## src/mlfq_pkg.sv

```systemverilog
// shared types and constants of the multilevel feedback queue scheduler
package mlfq_pkg;
  localparam int unsigned MaxProcs  = 64;
  localparam int unsigned MaxLevels = 8;

  localparam logic [1:0] KindArrive   = 2'd0;
  localparam logic [1:0] KindTick     = 2'd1;
  localparam logic [1:0] KindDispatch = 2'd2;

  localparam logic [1:0] CfgNumLevels  = 2'd0;
  localparam logic [1:0] CfgBoostPer   = 2'd1;
  localparam logic [1:0] CfgQuantums   = 2'd2;
  localparam logic [1:0] CfgAllotments = 2'd3;

  typedef struct packed {
    logic [1:0] kind;
    logic [5:0] process_id;
    logic       running_valid;
    logic [5:0] running_id;
    logic       preempt_pending;
  } in_item_t;

  typedef struct packed {
    logic       preempt_request;
    logic       dispatch_valid;
    logic [5:0] dispatch_id;
    logic       running_requeued;
  } out_item_t;
endpackage

```

## src/mlfq_in_if.sv

```systemverilog
// input event channel
interface mlfq_in_if;
  logic                valid;
  logic                ready;
  mlfq_pkg::in_item_t  data;
  modport source (output valid, output data, input ready);
  modport sink   (input valid, input data, output ready);
endinterface

```

## src/mlfq_out_if.sv

```systemverilog
// result channel
interface mlfq_out_if;
  logic                valid;
  logic                ready;
  mlfq_pkg::out_item_t data;
  modport source (output valid, output data, input ready);
  modport sink   (input valid, input data, output ready);
endinterface

```

## src/mlfq_proc_mem.sv

```systemverilog
// per-process memory with one write port and one registered read port
module mlfq_proc_mem #(
  parameter int unsigned MAX_PROCS = mlfq_pkg::MaxProcs,
  parameter int unsigned WIDTH     = $clog2(mlfq_pkg::MaxProcs)
) (
  input  logic                         clk_i,
  input  logic                         we_i,
  input  logic [$clog2(MAX_PROCS)-1:0] waddr_i,
  input  logic [WIDTH-1:0]             wdata_i,
  input  logic [$clog2(MAX_PROCS)-1:0] raddr_i,
  output logic [WIDTH-1:0]             rdata_o
);
  logic [WIDTH-1:0] mem_q [MAX_PROCS];

  always_ff @(posedge clk_i) begin
    if (we_i) begin
      mem_q[waddr_i] <= wdata_i;
    end
    rdata_o <= mem_q[raddr_i];
  end
endmodule

```

## src/mlfq_scheduler.sv

```systemverilog
// multilevel feedback queue scheduler top level
//
// events (arrival, tick, dispatch request) come in on in_if, one transfer per
// event, and every accepted event gives exactly one result transfer on out_if.
// configuration is written through cfg_we_i / cfg_idx_i / cfg_data_i by the
// user only while no event is in work; the block does not enforce this. the
// per-process links and level/allotment words sit in two memories with a
// registered read; queue heads and tails are per-level flops. arrival,
// dispatch and normal ticks pass through the read, execute and done states,
// and the input is ready again once the result is registered, so events do
// not overlap. a boost tick splices one level list per cycle onto level 0. a
// boost clears every level and allotment at once through one fresh bit per
// process, so memory contents never need clearing. reset empties all queues
// and clears the boost and quantum counters. the result waits in an output
// register; when the receiver stalls, one more event is taken and held
// finished until that register frees, and the input stops meanwhile.
module mlfq_scheduler #(
  parameter int unsigned MAX_PROCS  = mlfq_pkg::MaxProcs,
  parameter int unsigned MAX_LEVELS = mlfq_pkg::MaxLevels
) (
  input  logic        clk_i,
  input  logic        rst_ni,
  input  logic        cfg_we_i,
  input  logic [1:0]  cfg_idx_i,
  input  logic [63:0] cfg_data_i,
  mlfq_in_if.sink     in_if,
  mlfq_out_if.source  out_if
);
  import mlfq_pkg::*;

  localparam int unsigned PW = $clog2(MAX_PROCS);
  localparam int unsigned LW = (MAX_LEVELS > 1) ? $clog2(MAX_LEVELS) : 1;
  localparam int unsigned IW = 11;
  localparam logic [LW-1:0] LastLvl = LW'(MAX_LEVELS - 1);

  localparam logic [2:0] StIdle  = 3'd0;
  localparam logic [2:0] StRead  = 3'd1;
  localparam logic [2:0] StExec  = 3'd2;
  localparam logic [2:0] StBoost = 3'd3;
  localparam logic [2:0] StPush  = 3'd4;
  localparam logic [2:0] StDone  = 3'd5;

  // configuration
  logic [3:0]  nlev_q;
  logic [15:0] bper_q;
  logic [63:0] quant_q, allot_q;

  always_ff @(posedge clk_i or negedge rst_ni) begin
    if (!rst_ni) begin
      nlev_q  <= 4'd3;
      bper_q  <= 16'd100;
      quant_q <= 64'd578721382704613384;
      allot_q <= 64'd1157442765409226768;
    end else if (cfg_we_i) begin
      unique case (cfg_idx_i)
        CfgNumLevels:  nlev_q  <= cfg_data_i[3:0];
        CfgBoostPer:   bper_q  <= cfg_data_i[15:0];
        CfgQuantums:   quant_q <= cfg_data_i;
        CfgAllotments: allot_q <= cfg_data_i;
        default: ;
      endcase
    end
  end

  logic [3:0] nuse;
  always_comb begin
    nuse = nlev_q;
    if (nuse == 4'd0) nuse = 4'd1;
    if (nuse > 4'(MAX_LEVELS)) nuse = 4'(MAX_LEVELS);
  end
  logic [2:0] last_lvl;
  assign last_lvl = 3'(nuse - 4'd1);

  // state
  logic [2:0]            st_q, st_d;
  in_item_t              it_q;
  logic [PW-1:0]         head_q [MAX_LEVELS];
  logic [PW-1:0]         head_d [MAX_LEVELS];
  logic [PW-1:0]         tail_q [MAX_LEVELS];
  logic [PW-1:0]         tail_d [MAX_LEVELS];
  logic [MAX_LEVELS-1:0] ne_q, ne_d;
  logic [16:0]           bcnt_q, bcnt_d;
  logic [8:0]            qleft_q, qleft_d;
  logic [MAX_PROCS-1:0]  fresh_q, fresh_d;
  logic [LW-1:0]         bl_q, bl_d;
  out_item_t             res_q, res_d, ov_q, ov_d;
  logic                  ovalid_q, ovalid_d;

  // memories: next link, and {level, allotment used}
  logic          link_we, info_we;
  logic [PW-1:0] link_waddr, link_raddr, info_waddr;
  logic [PW-1:0] link_wdata, link_rdata;
  logic [IW-1:0] info_wdata, info_rdata;

  logic [PW-1:0] pid_in, rid_in;
  assign pid_in = PW'(it_q.process_id);
  assign rid_in = PW'(it_q.running_id);

  mlfq_proc_mem #(.MAX_PROCS(MAX_PROCS), .WIDTH(PW)) u_link_mem (
    .clk_i   (clk_i),
    .we_i    (link_we),
    .waddr_i (link_waddr),
    .wdata_i (link_wdata),
    .raddr_i (link_raddr),
    .rdata_o (link_rdata)
  );

  mlfq_proc_mem #(.MAX_PROCS(MAX_PROCS), .WIDTH(IW)) u_info_mem (
    .clk_i   (clk_i),
    .we_i    (info_we),
    .waddr_i (info_waddr),
    .wdata_i (info_wdata),
    .raddr_i (rid_in),
    .rdata_o (info_rdata)
  );

  logic       r_fresh;
  logic [2:0] r_lvl;
  logic [7:0] r_used;
  assign r_fresh = fresh_q[rid_in];
  assign r_lvl   = r_fresh ? info_rdata[10:8] : 3'd0;
  assign r_used  = r_fresh ? info_rdata[7:0] : 8'd0;

  // dispatch search
  logic          d_found;
  logic [LW-1:0] d_lvl;
  always_comb begin
    d_found = 1'b0;
    d_lvl   = '0;
    for (int i = MAX_LEVELS - 1; i >= 0; i--) begin
      if (ne_q[i] && (4'(i) < nuse)) begin
        d_found = 1'b1;
        d_lvl   = LW'(i);
      end
    end
  end

  // tick evaluation
  logic [16:0] bcnt_n;
  logic        boost;
  logic [7:0]  used_n;
  logic [8:0]  q_n;
  logic [2:0]  lcap, ldem;
  logic [7:0]  alim;
  logic        demote;
  assign bcnt_n = bcnt_q + 17'd1;
  assign boost  = bcnt_n >= {1'b0, bper_q};
  always_comb begin
    used_n = (r_used != 8'hFF) ? r_used + 8'd1 : r_used;
    q_n    = (qleft_q != 9'd0) ? qleft_q - 9'd1 : 9'd0;
    lcap   = (r_lvl > last_lvl) ? last_lvl : r_lvl;
    ldem   = (lcap < last_lvl) ? lcap + 3'd1 : lcap;
    alim   = allot_q[{r_lvl, 3'b000} +: 8];
    demote = used_n >= alim;
  end

  assign in_if.ready  = st_q == StIdle;
  assign out_if.valid = ovalid_q;
  assign out_if.data  = ov_q;

  logic          push_en;
  logic [LW-1:0] push_lvl;
  logic [PW-1:0] push_id;

  always_comb begin
    st_d       = st_q;
    head_d     = head_q;
    tail_d     = tail_q;
    ne_d       = ne_q;
    bcnt_d     = bcnt_q;
    qleft_d    = qleft_q;
    fresh_d    = fresh_q;
    bl_d       = bl_q;
    res_d      = res_q;
    ov_d       = ov_q;
    ovalid_d   = ovalid_q;
    push_en    = 1'b0;
    push_lvl   = '0;
    push_id    = rid_in;
    link_we    = 1'b0;
    link_waddr = tail_q[0];
    link_wdata = rid_in;
    link_raddr = head_q[d_lvl];
    info_we    = 1'b0;
    info_waddr = rid_in;
    info_wdata = {lcap, used_n};
    if (ovalid_q && out_if.ready) ovalid_d = 1'b0;
    unique case (st_q)
      StIdle: begin
        if (in_if.valid) st_d = StRead;
      end
      StRead: begin
        res_d = '0;
        st_d  = StExec;
        case (it_q.kind)
          KindTick: begin
            if (boost) begin
              bcnt_d  = '0;
              fresh_d = '0;
              bl_d    = LW'(1);
              st_d    = (MAX_LEVELS > 1) ? StBoost : StPush;
            end else begin
              bcnt_d = bcnt_n;
            end
          end
          KindArrive: ;
          KindDispatch: ;
          default: st_d = StDone;
        endcase
      end
      StExec: begin
        st_d = StDone;
        case (it_q.kind)
          KindArrive: begin
            info_we         = 1'b1;
            info_waddr      = pid_in;
            info_wdata      = '0;
            fresh_d[pid_in] = 1'b1;
            push_en         = 1'b1;
            push_id         = pid_in;
            res_d.preempt_request = it_q.running_valid && (rid_in != pid_in)
                                    && (r_lvl != 3'd0);
          end
          KindDispatch: begin
            if (d_found) begin
              res_d.dispatch_valid = 1'b1;
              res_d.dispatch_id    = 6'(head_q[d_lvl]);
              qleft_d = {1'b0, quant_q[8*d_lvl +: 8]};
              if (head_q[d_lvl] == tail_q[d_lvl]) ne_d[d_lvl] = 1'b0;
              else head_d[d_lvl] = link_rdata;
            end
          end
          KindTick: begin
            if (it_q.running_valid) begin
              qleft_d         = q_n;
              info_we         = 1'b1;
              fresh_d[rid_in] = 1'b1;
              push_lvl        = LW'(lcap);
              if (demote) begin
                info_wdata               = {ldem, 8'd0};
                push_lvl                 = LW'(ldem);
                push_en                  = 1'b1;
                res_d.preempt_request    = 1'b1;
                res_d.running_requeued   = 1'b1;
              end else if (q_n == 9'd0) begin
                push_en                  = 1'b1;
                res_d.preempt_request    = 1'b1;
                res_d.running_requeued   = 1'b1;
              end else if (it_q.preempt_pending) begin
                push_en                  = 1'b1;
                res_d.running_requeued   = 1'b1;
              end else begin
                info_wdata = {r_lvl, used_n};
              end
            end
          end
          default: ;
        endcase
      end
      StBoost: begin
        // splice one level list onto level 0
        if (ne_q[bl_q] && (4'(bl_q) < nuse)) begin
          if (ne_q[0]) begin
            link_we    = 1'b1;
            link_waddr = tail_q[0];
            link_wdata = head_q[bl_q];
          end else begin
            head_d[0] = head_q[bl_q];
            ne_d[0]   = 1'b1;
          end
          tail_d[0]  = tail_q[bl_q];
          ne_d[bl_q] = 1'b0;
        end
        bl_d = bl_q + LW'(1);
        if (bl_q == LastLvl) st_d = StPush;
      end
      StPush: begin
        st_d = StDone;
        if (it_q.running_valid) begin
          push_en                = 1'b1;
          res_d.preempt_request  = 1'b1;
          res_d.running_requeued = 1'b1;
        end
      end
      StDone: begin
        if (!ovalid_q || out_if.ready) begin
          ov_d     = res_q;
          ovalid_d = 1'b1;
          st_d     = StIdle;
        end
      end
      default: st_d = StIdle;
    endcase
    // append to the tail of a level
    if (push_en) begin
      if (ne_q[push_lvl]) begin
        link_we    = 1'b1;
        link_waddr = tail_q[push_lvl];
        link_wdata = push_id;
      end else begin
        head_d[push_lvl] = push_id;
        ne_d[push_lvl]   = 1'b1;
      end
      tail_d[push_lvl] = push_id;
    end
  end

  always_ff @(posedge clk_i or negedge rst_ni) begin
    if (!rst_ni) begin
      st_q     <= StIdle;
      it_q     <= '0;
      head_q   <= '{default: '0};
      tail_q   <= '{default: '0};
      ne_q     <= '0;
      bcnt_q   <= '0;
      qleft_q  <= '0;
      fresh_q  <= '0;
      bl_q     <= '0;
      res_q    <= '0;
      ov_q     <= '0;
      ovalid_q <= 1'b0;
    end else begin
      if (st_q == StIdle && in_if.valid) it_q <= in_if.data;
      st_q     <= st_d;
      head_q   <= head_d;
      tail_q   <= tail_d;
      ne_q     <= ne_d;
      bcnt_q   <= bcnt_d;
      qleft_q  <= qleft_d;
      fresh_q  <= fresh_d;
      bl_q     <= bl_d;
      res_q    <= res_d;
      ov_q     <= ov_d;
      ovalid_q <= ovalid_d;
    end
  end
endmodule
```

## src/flat_wrapper.sv

```systemverilog
// flat-port wrapper written by rule: the top's interface ports become plain ports
module mlfq_scheduler_flat import mlfq_pkg::*;
#(
  parameter int unsigned MAX_PROCS  = mlfq_pkg::MaxProcs,
  parameter int unsigned MAX_LEVELS = mlfq_pkg::MaxLevels
)
  (clk_i, rst_ni, cfg_we_i, cfg_idx_i, cfg_data_i, in_if_valid, in_if_data, in_if_ready, out_if_valid, out_if_data, out_if_ready);
  mlfq_in_if in_if_i ();
  mlfq_out_if out_if_i ();
  input  logic clk_i;
  input  logic rst_ni;
  input  logic cfg_we_i;
  input  logic [1:0] cfg_idx_i;
  input  logic [63:0] cfg_data_i;
  input wire logic [$bits(in_if_i.valid)-1:0] in_if_valid;
  input wire logic [$bits(in_if_i.data)-1:0] in_if_data;
  output wire logic [$bits(in_if_i.ready)-1:0] in_if_ready;
  output wire logic [$bits(out_if_i.valid)-1:0] out_if_valid;
  output wire logic [$bits(out_if_i.data)-1:0] out_if_data;
  input wire logic [$bits(out_if_i.ready)-1:0] out_if_ready;
  assign in_if_i.valid = in_if_valid;
  assign in_if_i.data = in_if_data;
  assign in_if_ready = in_if_i.ready;
  assign out_if_valid = out_if_i.valid;
  assign out_if_data = out_if_i.data;
  assign out_if_i.ready = out_if_ready;
  mlfq_scheduler #(.MAX_PROCS(MAX_PROCS), .MAX_LEVELS(MAX_LEVELS)) u_core (.clk_i(clk_i), .rst_ni(rst_ni), .cfg_we_i(cfg_we_i), .cfg_idx_i(cfg_idx_i), .cfg_data_i(cfg_data_i), .in_if(in_if_i), .out_if(out_if_i));
endmodule
```

## config.mk

```make
export PLATFORM = sky130hd
export DESIGN_NAME = mlfq_scheduler_flat
export DESIGN_NICKNAME = d
export VERILOG_FILES = /design/src/mlfq_pkg.sv /design/src/mlfq_in_if.sv /design/src/mlfq_out_if.sv /design/src/mlfq_proc_mem.sv /design/src/mlfq_scheduler.sv /design/src/flat_wrapper.sv
export SDC_FILE = /design/constraint.sdc
export NUM_CORES = 2
export LEC_CHECK = 0
export BUFFER_PORTS_ARGS = -buffer_cell sky130_fd_sc_hd__buf_2
export CELL_PAD_IN_SITES_DETAIL_PLACEMENT = 2
export CELL_PAD_IN_SITES_GLOBAL_PLACEMENT = 2
export CORE_MARGIN = 5
export CORE_UTILIZATION = 30
export CTS_BUF_LIST = sky130_fd_sc_hd__clkbuf_8
export DETAILED_ROUTE_END_ITERATION = 16
export HOLD_SLACK_MARGIN = 0.05
export PLACE_DENSITY_LB_ADDON = 0.1
export SLEW_MARGIN = 20
export SYNTH_ARGS = -nofsm -noshare
export SYNTH_HDL_FRONTEND = slang
export SYNTH_SLANG_ARGS = --single-unit
```

## constraint.sdc

```tcl
create_clock -name clk_i -period 25.8 [get_ports clk_i]
set_input_delay 2.58 -clock clk_i [delete_from_list [all_inputs] [get_ports clk_i]]
set_output_delay 2.58 -clock clk_i [all_outputs]
set_load 0.02 [all_outputs]
```

# == Word level (Yosys, flattened, before mapping) ==
# Memory sizes are Yosys's and may differ from the RTL's. A register that Yosys moved wholly into a read port is not among the register bits.
# Index checks and enable logic that the tools add are counted.
# totals
ff_bits,383
ram_bits,1088
input_bits,87
output_inout_bits,11
word_cells,323
n_memories,2
# op_classes
addsub,6
order_cmp,29
n_eq_ne,30
n_shift,2
n_mux,156
bitwise_logic,10
n_reduce_logical,48
# mem_list
memory,words,width,rd,rd_ports_with_merged_regs,wr,line_no,text
u_core.u_info_mem.mem_q,64,11,1,1,1,mlfq_proc_mem.sv:13,logic [WIDTH-1:0] mem_q [MAX_PROCS];
u_core.u_link_mem.mem_q,64,6,1,1,1,mlfq_proc_mem.sv:13,
# op_table
operator,n
48-bit two-way mux,6
64-bit case mux with 2 select lines,2
64-bit two-way mux,3
6-bit two-way mux,25
48-bit bitwise mux,3
64-bit bitwise OR,2
64-bit by 7-bit indexed part select with 8-bit output,2
6-bit binary-select mux with 3-bit select,5
8-bit two-way mux,8
3-bit two-way mux,20
11-bit two-way mux,5
1-bit two-way mux,46
42-bit two-way mux,1
6-bit demux with 3-bit select,2
9-bit two-way mux,3
11-bit case mux with 2 select lines,1
1-bit logical AND,20
9-bit case mux with 2 select lines,1
"17-bit by 1-bit adder with 17-bit output, second input constant",1
17-bit by 16-bit greater-or-equal comparator with 1-bit output,1
17-bit two-way mux,1
8-bit bitwise AND,2
"3-bit by 4-bit < comparator with 1-bit output, first input constant",4
"2-bit by 1-bit inequality test with 1-bit output, second input constant",8
60 further kinds,109

# == Logic depth before layout (Yosys ltp) ==
# logic_depth
word_depth,27
ltp_mapped,36
depth_no_buf,26

# == By module ==
# A second synthesis with hierarchy kept.
# unflattened
cells_unflattened,4458
hier_area_um2,65912.0
# modules_own_cells
module,n_inst,cells_per_inst,area_each_um2,seq_area_each_um2
mlfq_proc_mem (u_core.u_info_mem),1,1380,27594.0,21360.5
mlfq_scheduler,1,2358,23092.1,9610.5
mlfq_proc_mem (u_core.u_link_mem),1,720,15225.9,11651.2

# == Least setup slack after synthesis ==
# OpenSTA, ideal clock, no wires.
# synth_path
path_type,reg-to-reg
from,register u_core.it_q (netlist bit u_core.rid_in[0])
to,memory u_core.u_link_mem.mem_q[0][5] (netlist name) (data pin)
setup_time_ps,702
arrival_time_ps,9443
t_required_ps,25098
path_slack_ps,15655
path_stages_with_launch,33
path_buffers,9
synth_period_minus_slack_ps,10145
cell_sequence,dfrtp_1 > buf_6 > buf_6 > buf_6 > nor2b_1 > a32o_1 > o31ai_2 > and4_1 > nand2_2 > buf_2 > nand2_1 > clkbuf_1 > inv_1 > ha_1 > and3b_1 > or2_2 > clkbuf_1 > mux2_2 > clkbuf_1 > a21oi_1 > ha_1 > a21oi_1 > o21ai_1 > o31a_1 > nor3_1 > mux2i_1 > o21ai_0 > nand2_2 > o21ai_0 > nand4_2 > buf_4 > buf_4 > o21ai_0
# synth_between
elab_chain_cells,15
elab_cells_between_ends,26
cone_classes,2 x add/sub; 3 x order compare; 1 x eq/ne; 1 x shift; 19 x mux
# synth_lines
item,line_no,text
"start, declared",mlfq_scheduler.sv:76,in_item_t it_q;
"start signal, assigned",mlfq_scheduler.sv:323,if (st_q == StIdle && in_if.valid) it_q <= in_if.data;
1-bit binary-select mux with 6-bit select *,mlfq_scheduler.sv:120,assign r_fresh = fresh_q[rid_in];
1-bit two-way mux (not written as such) *,mlfq_scheduler.sv:120,
branches (longest 12 deep; another with 8-bit by 1-bit adder with 8-bit output),-,
6-bit two-way mux *,mlfq_scheduler.sv:295,if (push_en) begin
via u_core.link_wdata[5],mlfq_scheduler.sv:92,"logic [PW-1:0] link_wdata, link_rdata;"
"end, declared",mlfq_proc_mem.sv:13,
# Mark *: on every way through the listed nets, which the timed path passes. The select of a mux whose other input is x is not followed.

# == Worst setup path in the final report ==
# layout_path
from,register u_core.it_q (netlist bit u_core.rid_in[2])
to,"memory u_core.u_link_mem.mem_q[60][2] (netlist name), enable pin"
# layout_between
elab_chain_cells,17
elab_cells_between_ends,34
cone_classes,2 x add/sub; 3 x order compare; 1 x eq/ne; 1 x shift; 26 x mux; 1 x bitwise
# layout_lines
item,line_no
1-bit binary-select mux with 6-bit select *,mlfq_scheduler.sv:120
1-bit two-way mux (not written as such) *,mlfq_scheduler.sv:120
branches (longest 15 deep; another with 8-bit by 1-bit adder with 8-bit output),-
# Mark *: on every way between the ends. The select of a mux whose other input is x is not followed.

==> reports/metrics.cfg <==
[cts]
cts-buffers-inserted = 295
clk_pin_slew_ns = 0.06
cts.sinks = 1488
cts.path.max_buffers = 4
clk_latency_ns = 1.02
clockRootBuffer = clkbuf_8
cts_setup_buffers = 0
holdBufCountCts = 0
ctsHtreeMaxLevel = 5
cts_tree = done
cts-resized-gates = 0

[logic_synthesis]
synthesis.instances = 4732
synth_common_cells = edfxtp_1 (1,088), dfrtp_1 (362), a22oi_1 (295), nand2_1 (287), mux2i_1 (270)
ys_types = 106
yosysTopAreaCell = edfxtp_1
async_flop_share_pct = 25.7
synth-simple-area-share_pct = 7.87
synth_top_family_by_area = compound AO/OA/AOI/OAI gates
synth_seq_cells = 1488
synth-edff-count = 1088
synth.top_cell.area_share_pct = 50.3
synth_seq_area_share_pct = 65.7
syn_area_per_cell_sq_um = 13.7
synth_warnings = 0
synth_area_leaders = edfxtp_1 (50%), dfrtp_1 (14%), mux2_2 (4.2%)
synthFlopType = edfxtp_1
syn-num-nets = 4862
syn_area_sq_um = 64900
yosys.area_share.adder_pct = 0.829
synth_compound_area_share_pct = 13.5
synthMuxAreaShare_pct = 9.25
synth_xor_area_share_pct = 0.459
yosysMostFrequentCell = edfxtp_1

[finish]
multi_input_area_sq_um = 21000
syn2layout_area_growth_pct = 15.1
postLayoutCellArea_sq_um = 74700
seqCellArea_sq_um = 42600
drive_gt1_share_pct = 20.2
nFillCells = 21900
layout.nets = 5092

[grt]
overflow = 0
antenna_found_initial = 17
grt_max_degree = 171
grt_pass1_vias = 46600
grt_usage_pct = 20.9
grt_pass1_wl_um = 346000

[floorplanning]
die_h_um = 475
io_pins = 98
core_sq_um = 215000
dieArea_sq_um = 226000
initial_core_util_pct = 30.2
die_w_um = 475
rows = 170

[critical_path]
worstPathRequired_ns = 26.43
critPathMaxFanout = 33
crit_family = compound AO/OA/AOI/OAI gates
slowest_delay_ns = 0.95
arrival_ns = 11.15
worstSetupPathType = reg -> reg
startpoint_type = register
worst-path-buf-inv = 2
worst_setup_path_end_kind = register
crit_path_top_delay_cell = dfrtp_2

[pwr]
leakagePower_nw = 27.3
p_int_w = 0.00508
peakVddDrop_mv = 0.0902
p_sw_share_pct = 39.6
seq_power_share_pct = 37.6
comb_power_share_pct = 35.0
netSwitchingPower_w = 0.00334
p_clk_share_pct = 27.4
power_density_nw_per_um2 = 113

[flow_run]
drv_cap = 0

[routing]
first_iter_violations = 3096
vias_per_cell = 5.40
antenna_left = 0
dr.pass1.iters = 6
via_count = 43300
drt_wl_total_um = 240000
post_drt_wl_per_cell_um = 29.9
route.detailed.drc = 0

[sta]
worst_slack_ns = 15.27
skew_ns = 0.0919
hold_viol_final = 0
finalCritPeriodShare_pct = 40.8
tightest_slew_ns = 1.15
drv_slew = 0
setup_viol = 0
fin_crit_ns = 10.53
rsz0062_at_grt = false
finalSetupTns_ns = 0
fmax_mhz = 95.0
slew_headroom_pct = 22.9
fin_hold_ws_ns = 0.482

[status]
outcome = complete, no violations

[placed_design]
dpl_worst_slack_ns = 15.32
place_hpwl_um = 151000
gp_congestion = 0.775
postPlaceCellArea_sq_um = 69200
port_buffers = 97

[hold_path]
holdCritPathClass = reg -> reg

logic make-up (layout without fill, tap and decap cells):
kind of cell             count (synthesis)  after routing
AO/OA/AOI/OAI                         1215           1215
flip-flops                            1488           1488
XOR/XNOR                                34             34
buffers and inverters                  380            816
adder cells (fa/ha/maj)                 43             43
other                                    0             13
AND/OR/NAND/NOR                       1034           1034
multiplexers                           538            538
per-layer routing:
layer  GRT usage [%]  vias to the layer above  wire length, um
li1                -                    19100                -
met3            3.36                      316             9910
met2            34.0                      944           113000
met4            5.50                        0             5450
met1            29.2                    23000           112000
met5               0                        -                0
final cells by class:
class,count,area share (%)
clock buffer,321,5.91
sequential,1488,57.1
inverter,51,0.256
clock inverter,182,1.43
tap,2838,4.75
antenna,13,0.0435
timing repair buffer,262,2.42
multi-input combinational,2864,28.1
cell usage in the layout (no fill, tap or decap), drive strengths merged, types with 13 or more instances in the layout:
cell,synthesis,routed
a211oi,122,122
a21oi,141,141
a221oi,42,42
a222oi,24,24
a22o,114,114
a22oi,295,295
a31oi,22,22
a32oi,13,13
and2,23,23
and3,41,41
buf,115,262
clkbuf,214,321
clkinv,1,64
dfrtp,362,362
dfstp,21,21
dfxtp,17,17
diode,0,13
edfxtp,1088,1088
ha,43,43
inv,50,149
mux2,243,243
mux2i,271,271
mux4,24,24
nand2,291,291
nand2b,32,32
nand3,97,97
nand4,77,77
nor2,271,271
nor2b,75,75
nor3,38,38
nor4,14,14
o2111ai,13,13
o211ai,28,28
o21ai,172,172
o22ai,112,112
o31ai,20,20
or2,18,18
or3,14,14
xnor2,19,19
xor2,15,15
power groups by stage:
stage	Combinational (W)	Sequential (W)	Clock [W]
global placement	0.00296	0.00321	0
global route	0.00315	0.00319	0.00250
finish	0.00295	0.00317	0.00230
detailed placement	0.00299	0.00321	0
CTS	0.00300	0.00317	0.00239
floorplan	0.00171	0.00312	0
worst min-delay path: cells and delay by family (launching register included):
family           cells  cell delay, ns
and+or+nand+nor      2            0.11
DFF                  1            0.34
sequential cells by signal, summed over array words and instances (netlist names), 4 cells and up, named ones only:
| register | flops |
|---|---|
| u_core.u_link_mem.mem_q | 384 |
| u_core.ne_q | 8 |
| u_core.res_q | 9 |
| u_core.quant_q | 64 |
| u_core.u_info_mem.rdata_o | 11 |
| u_core.bper_q | 16 |
| u_core.it_q | 4 |
| u_core.u_info_mem.mem_q | 704 |
| u_core.qleft_q | 9 |
| u_core.u_link_mem.rdata_o | 6 |
| u_core.tail_q | 6 |
| u_core.head_q | 48 |
| u_core.pid_in | 6 |
| u_core.nlev_q | 4 |
| u_core.bcnt_q | 17 |
| u_core.allot_q | 64 |
| u_core.fresh_q | 64 |
| u_core.rid_in | 6 |
| u_core.out_if.data | 9 |
metrics by stage:
step           util [%]  instances  total power, W
3_5_place_dp       32.2       7503         0.00620
3_3_place_gp       32.2       7503         0.00617
6_report           34.7       8019         0.00842
2_1_floorplan         -       4732         0.00483
4_1_cts            34.7       8006         0.00856
5_1_grt            34.7       8014         0.00884
worst paths after layout:
path	to	cells past startpoint	slack, ns	startpoint
worst max register to register	u_core.u_link_mem.mem_q[60][2]	26	15.27	u_core.rid_in[2]
worst min register to register	u_core.res_q[7]	2	0.48	u_core.res_q[7]
min in group asynchronous	u_core.fresh_q[17]	1	1.60	rst_ni
worst min-delay path	u_core.res_q[7]	2	0.48	u_core.res_q[7]
worst max-delay path	u_core.u_link_mem.mem_q[60][2]	26	15.27	u_core.rid_in[2]
max in group asynchronous	u_core.bl_q[0]	3	21.85	rst_ni
Power figures use the tool's default switching activity.
